===== src/rrfp_pkg.sv =====
`default_nettype none
package rrfp_pkg;

   localparam int unsigned BYTE_W  = 8;
   localparam int unsigned WORD_W  = 16;
   localparam int unsigned DIST_W  = 20;
   localparam int unsigned POS_W   = 5;
   localparam int unsigned INDEX_W = 1;

   localparam logic [BYTE_W-1:0] HEADER_FIRST  = 8'h54;
   localparam logic [BYTE_W-1:0] HEADER_SECOND = 8'h48;
   localparam logic [BYTE_W-1:0] CRC_POLY      = 8'h07;
   localparam logic [WORD_W-1:0] RAW_NONE      = 16'hFFFF;

   localparam logic [POS_W-1:0] POS_HEADER_FIRST  = 5'd0;
   localparam logic [POS_W-1:0] POS_HEADER_SECOND = 5'd1;
   localparam logic [POS_W-1:0] POS_WORD_HIGH     = 5'd2;
   localparam logic [POS_W-1:0] POS_WORD_LOW      = 5'd3;
   localparam logic [POS_W-1:0] FRAME_SHORT       = 5'd18;
   localparam logic [POS_W-1:0] FRAME_LONG        = 5'd19;

   localparam logic [INDEX_W-1:0] REG_LONG_FRAME   = 1'b0;
   localparam logic [INDEX_W-1:0] REG_MIN_DISTANCE = 1'b1;

   // good-frame event from the parser to the range stage
   typedef struct packed {
      logic              frame_good;
      logic [WORD_W-1:0] range_word;
   } frame_event_type;

   // CRC-8, MSB first, no reflection, no final xor
   function automatic logic [BYTE_W-1:0] crc8_byte(input logic [BYTE_W-1:0] crc,
                                                   input logic [BYTE_W-1:0] data);
      logic [BYTE_W-1:0] c;
      c = crc ^ data;
      for (int k = 0; k < BYTE_W; k++) begin
         if (c[BYTE_W-1]) begin
            c = {c[BYTE_W-2:0], 1'b0} ^ CRC_POLY;
         end else begin
            c = {c[BYTE_W-2:0], 1'b0};
         end
      end
      return c;
   endfunction

endpackage
`default_nettype wire


===== src/rrfp_parse.sv =====
`default_nettype none
module rrfp_parse (
   input  wire logic                          clock,
   input  wire logic                          reset,
   input  wire logic                          fire,
   input  wire logic [rrfp_pkg::BYTE_W-1:0]   rx_byte,
   input  wire logic                          long_frame,
   output rrfp_pkg::frame_event_type          frame_event
);
   import rrfp_pkg::*;

   logic [POS_W-1:0]  pos_ff,  pos_in;
   logic [BYTE_W-1:0] crc_ff,  crc_in;
   logic [WORD_W-1:0] word_ff, word_in;
   logic [POS_W-1:0]  frame_len;
   logic [BYTE_W-1:0] crc_next;

   assign frame_len = long_frame ? FRAME_LONG : FRAME_SHORT;
   assign crc_next  = crc8_byte(crc_ff, rx_byte);

   always_comb begin
      pos_in  = pos_ff;
      crc_in  = crc_ff;
      word_in = word_ff;
      frame_event.frame_good = 1'b0;
      frame_event.range_word = word_ff;
      priority if (pos_ff == POS_HEADER_FIRST || pos_ff == POS_HEADER_SECOND) begin
         if (rx_byte == ((pos_ff == POS_HEADER_FIRST) ? HEADER_FIRST : HEADER_SECOND)) begin
            crc_in = crc_next;
            pos_in = pos_ff + 1'b1;
         end else begin
            crc_in = '0;
            pos_in = '0;
         end
      end else if (pos_ff < frame_len) begin
         if (pos_ff == POS_WORD_HIGH) begin
            word_in = {rx_byte, word_ff[BYTE_W-1:0]};
         end else if (pos_ff == POS_WORD_LOW) begin
            word_in = {word_ff[WORD_W-1:BYTE_W], rx_byte};
         end
         crc_in = crc_next;
         pos_in = pos_ff + 1'b1;
      end else begin
         // check byte closes the frame either way
         frame_event.frame_good = (rx_byte == crc_ff);
         crc_in = '0;
         pos_in = '0;
      end
   end

   always_ff @(posedge clock) begin
      if (reset) begin
         pos_ff  <= '0;
         crc_ff  <= '0;
         word_ff <= '0;
      end else if (fire) begin
         pos_ff  <= pos_in;
         crc_ff  <= crc_in;
         word_ff <= word_in;
      end
   end

endmodule
`default_nettype wire


===== src/rrfp_range.sv =====
`default_nettype none
module rrfp_range (
   input  wire logic                          clock,
   input  wire logic                          reset,
   input  wire logic                          fire,
   input  wire rrfp_pkg::frame_event_type     frame_event,
   input  wire logic                          long_frame,
   input  wire logic [rrfp_pkg::DIST_W-1:0]   min_distance_mm,
   input  wire logic                          rsp_stall,
   output logic                               rsp_valid,
   output logic                               rsp_target_available,
   output logic [rrfp_pkg::DIST_W-1:0]        rsp_distance_mm
);
   import rrfp_pkg::*;

   logic              valid_ff,     valid_in;
   logic              available_ff, available_in;
   logic [DIST_W-1:0] distance_ff,  distance_in;
   logic [WORD_W-1:0] raw;
   logic [DIST_W-1:0] raw_ext;
   logic [DIST_W-1:0] range_mm;
   logic              load;

   assign raw      = (frame_event.range_word == RAW_NONE) ? '0 : frame_event.range_word;
   assign raw_ext  = {{(DIST_W-WORD_W){1'b0}}, raw};
   // x10 as x8 + x2
   assign range_mm = long_frame ? raw_ext : ((raw_ext << 3) + (raw_ext << 1));

   assign load         = fire && frame_event.frame_good;
   assign available_in = range_mm > min_distance_mm;
   assign distance_in  = available_in ? range_mm : '0;

   always_comb begin
      valid_in = valid_ff;
      if (load) begin
         valid_in = 1'b1;
      end else if (!rsp_stall) begin
         valid_in = 1'b0;
      end
   end

   always_ff @(posedge clock) begin
      if (reset) begin
         valid_ff <= 1'b0;
      end else begin
         valid_ff <= valid_in;
      end
   end

   always_ff @(posedge clock) begin
      if (load) begin
         available_ff <= available_in;
         distance_ff  <= distance_in;
      end
   end

   assign rsp_valid            = valid_ff;
   assign rsp_target_available = available_ff;
   assign rsp_distance_mm      = distance_ff;

endmodule
`default_nettype wire


===== src/radar_range_frame_parser.sv =====
`default_nettype none
// channel | direction | handshake          | payload
// req     | in        | req_valid/stall    | req_rx_byte[7:0]
// rsp     | out       | rsp_valid/stall    | rsp_target_available, rsp_distance_mm[19:0]
// csr     | in        | csr_write          | csr_index[0], csr_data[19:0]
//
// One byte per cycle sustained while the result side does not stall. A byte is
// held in the input register; when it fires, the byte-wide CRC and position update
// and the distance/threshold logic put any result into the output register.
// Synchronous reset clears the frame hunt, the CRC and the valid flags of both registers.
// A stalled result holds the output and the input register; req_stall is low whenever
// the output register is empty or being taken.
module radar_range_frame_parser (
   input  wire logic                          clock,
   input  wire logic                          reset,
   input  wire logic                          req_valid,
   output logic                               req_stall,
   input  wire logic [rrfp_pkg::BYTE_W-1:0]   req_rx_byte,
   output logic                               rsp_valid,
   input  wire logic                          rsp_stall,
   output logic                               rsp_target_available,
   output logic [rrfp_pkg::DIST_W-1:0]        rsp_distance_mm,
   input  wire logic                          csr_write,
   input  wire logic [rrfp_pkg::INDEX_W-1:0]  csr_index,
   input  wire logic [rrfp_pkg::DIST_W-1:0]   csr_data
);
   import rrfp_pkg::*;

   logic              long_frame_ff;
   logic [DIST_W-1:0] min_distance_ff;
   logic              in_valid_ff, in_valid_in;
   logic [BYTE_W-1:0] in_byte_ff;
   logic              out_free;
   logic              fire;
   logic              take;
   frame_event_type   frame_event;

   always_ff @(posedge clock) begin
      if (reset) begin
         long_frame_ff   <= 1'b0;
         min_distance_ff <= '0;
      end else if (csr_write) begin
         unique case (csr_index)
            REG_LONG_FRAME:   long_frame_ff   <= csr_data[0];
            REG_MIN_DISTANCE: min_distance_ff <= csr_data;
            default: ;
         endcase
      end
   end

   assign out_free  = !rsp_valid || !rsp_stall;
   assign fire      = in_valid_ff && out_free;
   assign req_stall = in_valid_ff && !out_free;
   assign take      = req_valid && !req_stall;

   always_comb begin
      in_valid_in = in_valid_ff;
      if (take) begin
         in_valid_in = 1'b1;
      end else if (fire) begin
         in_valid_in = 1'b0;
      end
   end

   always_ff @(posedge clock) begin
      if (reset) begin
         in_valid_ff <= 1'b0;
      end else begin
         in_valid_ff <= in_valid_in;
      end
   end

   always_ff @(posedge clock) begin
      if (take) begin
         in_byte_ff <= req_rx_byte;
      end
   end

   rrfp_parse u_parse (
      .clock       (clock),
      .reset       (reset),
      .fire        (fire),
      .rx_byte     (in_byte_ff),
      .long_frame  (long_frame_ff),
      .frame_event (frame_event)
   );

   rrfp_range u_range (
      .clock                (clock),
      .reset                (reset),
      .fire                 (fire),
      .frame_event          (frame_event),
      .long_frame           (long_frame_ff),
      .min_distance_mm      (min_distance_ff),
      .rsp_stall            (rsp_stall),
      .rsp_valid            (rsp_valid),
      .rsp_target_available (rsp_target_available),
      .rsp_distance_mm      (rsp_distance_mm)
   );

endmodule
`default_nettype wire


===== config.mk =====
export PLATFORM = sky130hd
export DESIGN_NAME = radar_range_frame_parser
export DESIGN_NICKNAME = d
export VERILOG_FILES = /design/src/rrfp_pkg.sv /design/src/rrfp_parse.sv /design/src/rrfp_range.sv /design/src/radar_range_frame_parser.sv
export SDC_FILE = /design/constraint.sdc
export NUM_CORES = 1
export LEC_CHECK = 0
export ABC_CLOCK_PERIOD_IN_PS = 14400
export CAP_MARGIN = 15
export CORE_UTILIZATION = 38
export DETAILED_ROUTE_END_ITERATION = 10
export DONT_BUFFER_PORTS = 1
export GPL_ROUTABILITY_DRIVEN = 0
export HOLD_SLACK_MARGIN = 0.1
export SYNTH_ARGS = -nofsm -noshare
export SYNTH_HDL_FRONTEND = slang
export SYNTH_HIERARCHICAL = 1
export SYNTH_SLANG_ARGS = --single-unit

===== constraint.sdc =====
create_clock -name clock -period 14.4 [get_ports clock]
set_clock_uncertainty 0.05 [all_clocks]
set_input_delay 0.72 -clock clock [delete_from_list [all_inputs] [get_ports clock]]
set_output_delay 0.72 -clock clock [all_outputs]
set_load 0.05 [all_outputs]

==> summary.md <==
| Metric | Value |
|---|---|
| Outcome | `complete, no violations` |
| Reg2reg end | `u_range/rsp_distance_mm[4]` |
| N_diodes | `0` |
| Final core utilization | `42.4%` |
| Final #Nets | `619` |
| H-tree levels | `3` |
| Initial antenna violation count | `0` |
| Sequential share of the synthesized area | `36.1%` |
| Switching Fraction | `22.3%` |
| Synth area leader | `dfxtp_1` |
| Clock group share of total power | `44.8%` |
| Starting Density | `39.5%` |
| Core Area | `0.0134 mm^2` |
| Syn_nets | `633` |
| Crit path kind | `flop to flop` |
| Drt drc | `0` |
| Avg Cell Area, Syn | `9.49 um^2` |
| Final hold vios | `0` |
| Root buffer cell | `clkbuf_16` |
| Hold Slack | `0.410 ns` |
| Total negative slack | `0 ns` |
| Max Buffers Root-to-Sink | `2` |
| Slew margin rel. | `31.6%` |
| Share of layout cells above drive strength 1 | `13.8%` |
| Leakage | `2.29 nW` |
| Critical path, cell by cell | `nand4_1 > or4_4 > and2_1 > ha_1 > fa_1 > maj3_2 > a21oi_1 > nor4b_1 > o41ai_2 > xnor2_1 > nor2_1 > ha_1 > and4_1 > nand2_1 > nor3_1 > a21boi_0 > o31ai_4 > inv_2 > and2_1` |
| Setup violations, final | `0` |
| Fmax achieved | `0.178 GHz` |
| Flop2flop setup slack | `8.78 ns` |
| Clk sink count | `81` |
| Crit-path max FO | `22` |
| FP Rows | `42` |
| Worst path depth | `19` |
| CTS tree | `built` |
| Yosys cell types | `66` |
| DR iter-0 viols | `144` |
| Synth top cells by count | `52 x dfxtp_1, 44 x a21oi_1, 40 x ha_1` |
| Worst slack, placed | `8.80 ns` |
| Post-DRT Antenna Nets | `0` |
| Final slew viol count | `0` |
| Top delay family on crit path | `simple AND/OR/NAND/NOR gates` |
| Min-delay src | `reset` |
| Total power | `533 uW` |
| Synth Warn # | `6` |
| Worst-path clk slew | `0.06 ns` |
| Total GRT Usage | `17.0%` |
| Die height | `120 um` |
| Placed Instances | `709` |
| Post-CTS Setup Bufs | `0` |
| Wire per inst | `16.1 um` |
| Synth Register Bits | `81` |
| Final period utilization | `39.0%` |
| CTS Buf Count | `9` |
| Cts hold-fix bufs | `0` |
| Endpoint, Worst Hold | `u_parse/pos_ff[2]` |
| Most used DFF post-synth | `dfxtp_1` |
| CP Data Arrival Time | `5.66 ns` |
| Total grt overflow | `0` |
| Worst path required time | `14.43 ns` |
| Comb power frac | `9.0%` |
| Post-route minimum period | `5.62 ns` |
| Post-Synthesis Cells | `558` |
| Crit path buf inv count | `1` |
| Power per Cell Area | `93.8 mW/mm^2` |
| # fillers | `1304` |
| Synth area leaders | `dfxtp_1 20%, edfxtp_1 16%, ha_1 9.5%` |
| P_int | `414 uW` |
| Crit. End Element | `flop` |
| Cts repair resizes | `0` |
| Worst setup margin | `8.78 ns` |
| Vias in the first global route | `3757` |
| R2R cell count | `19` |
| Fin cells | `725` |
| Worst hold path type | `primary input to flop` |
| Clock Latency Late Sink | `0.34 ns` |
| Detailed Route WL | `11.7 mm` |
| Psw | `119 uW` |
| PortBufs | `0` |
| Area grow syn2layout | `7.35%` |
| Cell Area, Placed | `0.00537 mm^2` |
| Reg-to-reg startpoint | `u_parse/word_ff[4]` |
| Routed via count | `3899` |
| DRT Pass-1 Iters | `4` |
| Final Cell Area | `0.00568 mm^2` |
| Synth top area share | `19.7%` |
| VDD IR-drop max | `0.0606 mV` |
| Asr flop ratio synth | `0%` |
| DIE AREA | `0.0144 mm^2` |
| Hpwl dp | `8.77 mm` |
| Worst slew pin tran | `1.03 ns` |
| Count leader, synth | `dfxtp_1` |
| Detailed-route vias per instance | `5.38` |
| RSZ-0062 raised after global routing | `no` |
| Sequential power share | `46.2%` |
| Worst setup SP type | `flop` |
| EDFF count, synth | `29` |
| First-pass GRT wire length | `19.1 mm` |
| Pin count of the biggest net entering global routing | `55` |
| Mapped cell area | `0.00530 mm^2` |
| Die Wd | `120 um` |
| Max-cap violations | `0` |
| Io pins | `57` |
| Slowest cell on the critical path | `or4_4` |
| Hold path depth | `1` |
| Max incr delay on CP | `0.68 ns` |
==> cells by family after synthesis <==
| family | count (synthesis) | synth area share [%] |
|---|---|---|
| flops | 81 | 36.1 |
| mux | 22 | 4.21 |
| buf+inv | 61 | 5.51 |
| simple gates | 187 | 20.4 |
| xor+xnor | 33 | 5.74 |
| fa+ha+maj | 42 | 10.0 |
| compound gates | 132 | 18.0 |
==> power groups by stage <==
stage / logic [mW] / clock network [mW] / registers (mW)
2_1_floorplan: 0.0464 / 0 / 0.249
4_1_cts: 0.0484 / 0.246 / 0.246
3_5_place_dp: 0.0481 / 0 / 0.251
6_report: 0.0482 / 0.239 / 0.246
5_1_grt: 0.0547 / 0.255 / 0.247
3_3_place_gp: 0.0467 / 0 / 0.251
==> worst max path at each step <==
stage	from	slack, ns	endpoint
after floorplan	u_parse/word_ff[4]	9.40	u_range/rsp_distance_mm[10]
after global placement	u_parse/word_ff[4]	9.00	u_range/rsp_distance_mm[6]
after detailed placement	u_parse/word_ff[4]	8.80	u_range/rsp_distance_mm[4]
after CTS	u_parse/word_ff[4]	8.79	u_range/rsp_distance_mm[4]
after global routing	u_parse/word_ff[4]	8.42	u_range/rsp_distance_mm[4]
final	u_parse/word_ff[4]	8.78	u_range/rsp_distance_mm[4]
==> cells in the final DEF, fill, tap and decap left out, types with 3 or more instances in the layout <==
master     count
o211a_1        4
nand4_1       11
dfxtp_1       52
a21oi_1       44
a31oi_1        7
nor3_1         8
nand3_1       25
o21ai_0       16
xnor2_1       25
xor2_1         6
o21a_1         4
clkbuf_16     10
a221o_1        3
a21oi_2       12
inv_1         33
nand3_2       11
and2_1        20
mux2i_1       20
a21bo_2       19
and4_1         4
nor2_1        36
ha_1          40
nand2_1       25
a211oi_1       4
edfxtp_1      29
nor2b_1        9
nand2b_1      20
==> layout make-up <==
| class | instances | area, um^2 | share of cell area (%) |
|---|---|---|---|
| clock buffers | 13 | 273 | 4.80 |
| multi-input cells | 416 | 3090 | 54.4 |
| clock inverters | 3 | 45.0 | 0.792 |
| inverters | 34 | 128 | 2.25 |
| repair buffers | 2 | 15.0 | 0.264 |
| flip-flops and latches | 81 | 1910 | 33.6 |
| well taps | 176 | 220 | 3.87 |
==> sequential cells by signal, summed over array words and instances (netlist names) <==
name	count
in_byte_ff	8
min_distance_ff	20
u_parse/word_ff	16
long_frame_ff	1
u_range/rsp_target_available	1
u_parse/crc_ff	8
u_range/rsp_valid	1
u_range/rsp_distance_mm	20
u_parse/pos_ff	5
in_valid_ff	1
==> worst reg2reg max path: cells and delay by family (launching register included) <==
family | cells | cell delay, ns
AOI/OAI and AO/OA | 4 | 1.25
xor gates and xnor gates | 1 | 0.25
adders and majority gates | 4 | 1.26
buffers and inverters | 1 | 0.19
DFF | 1 | 0.51
and+or+nand+nor | 9 | 1.86
==> layer usage <==
metal | wire [um] | part of all wire [%] | GRT usage, %
met1 | 5190 | 44 | 20.8
met3 | 502 | 4.3 | 3.52
met4 | 240 | 2.0 | 6.72
met2 | 5770 | 49 | 28.9
met5 | 0 | 0 | 0
Note: power is estimated with default switching activity, not from simulation.
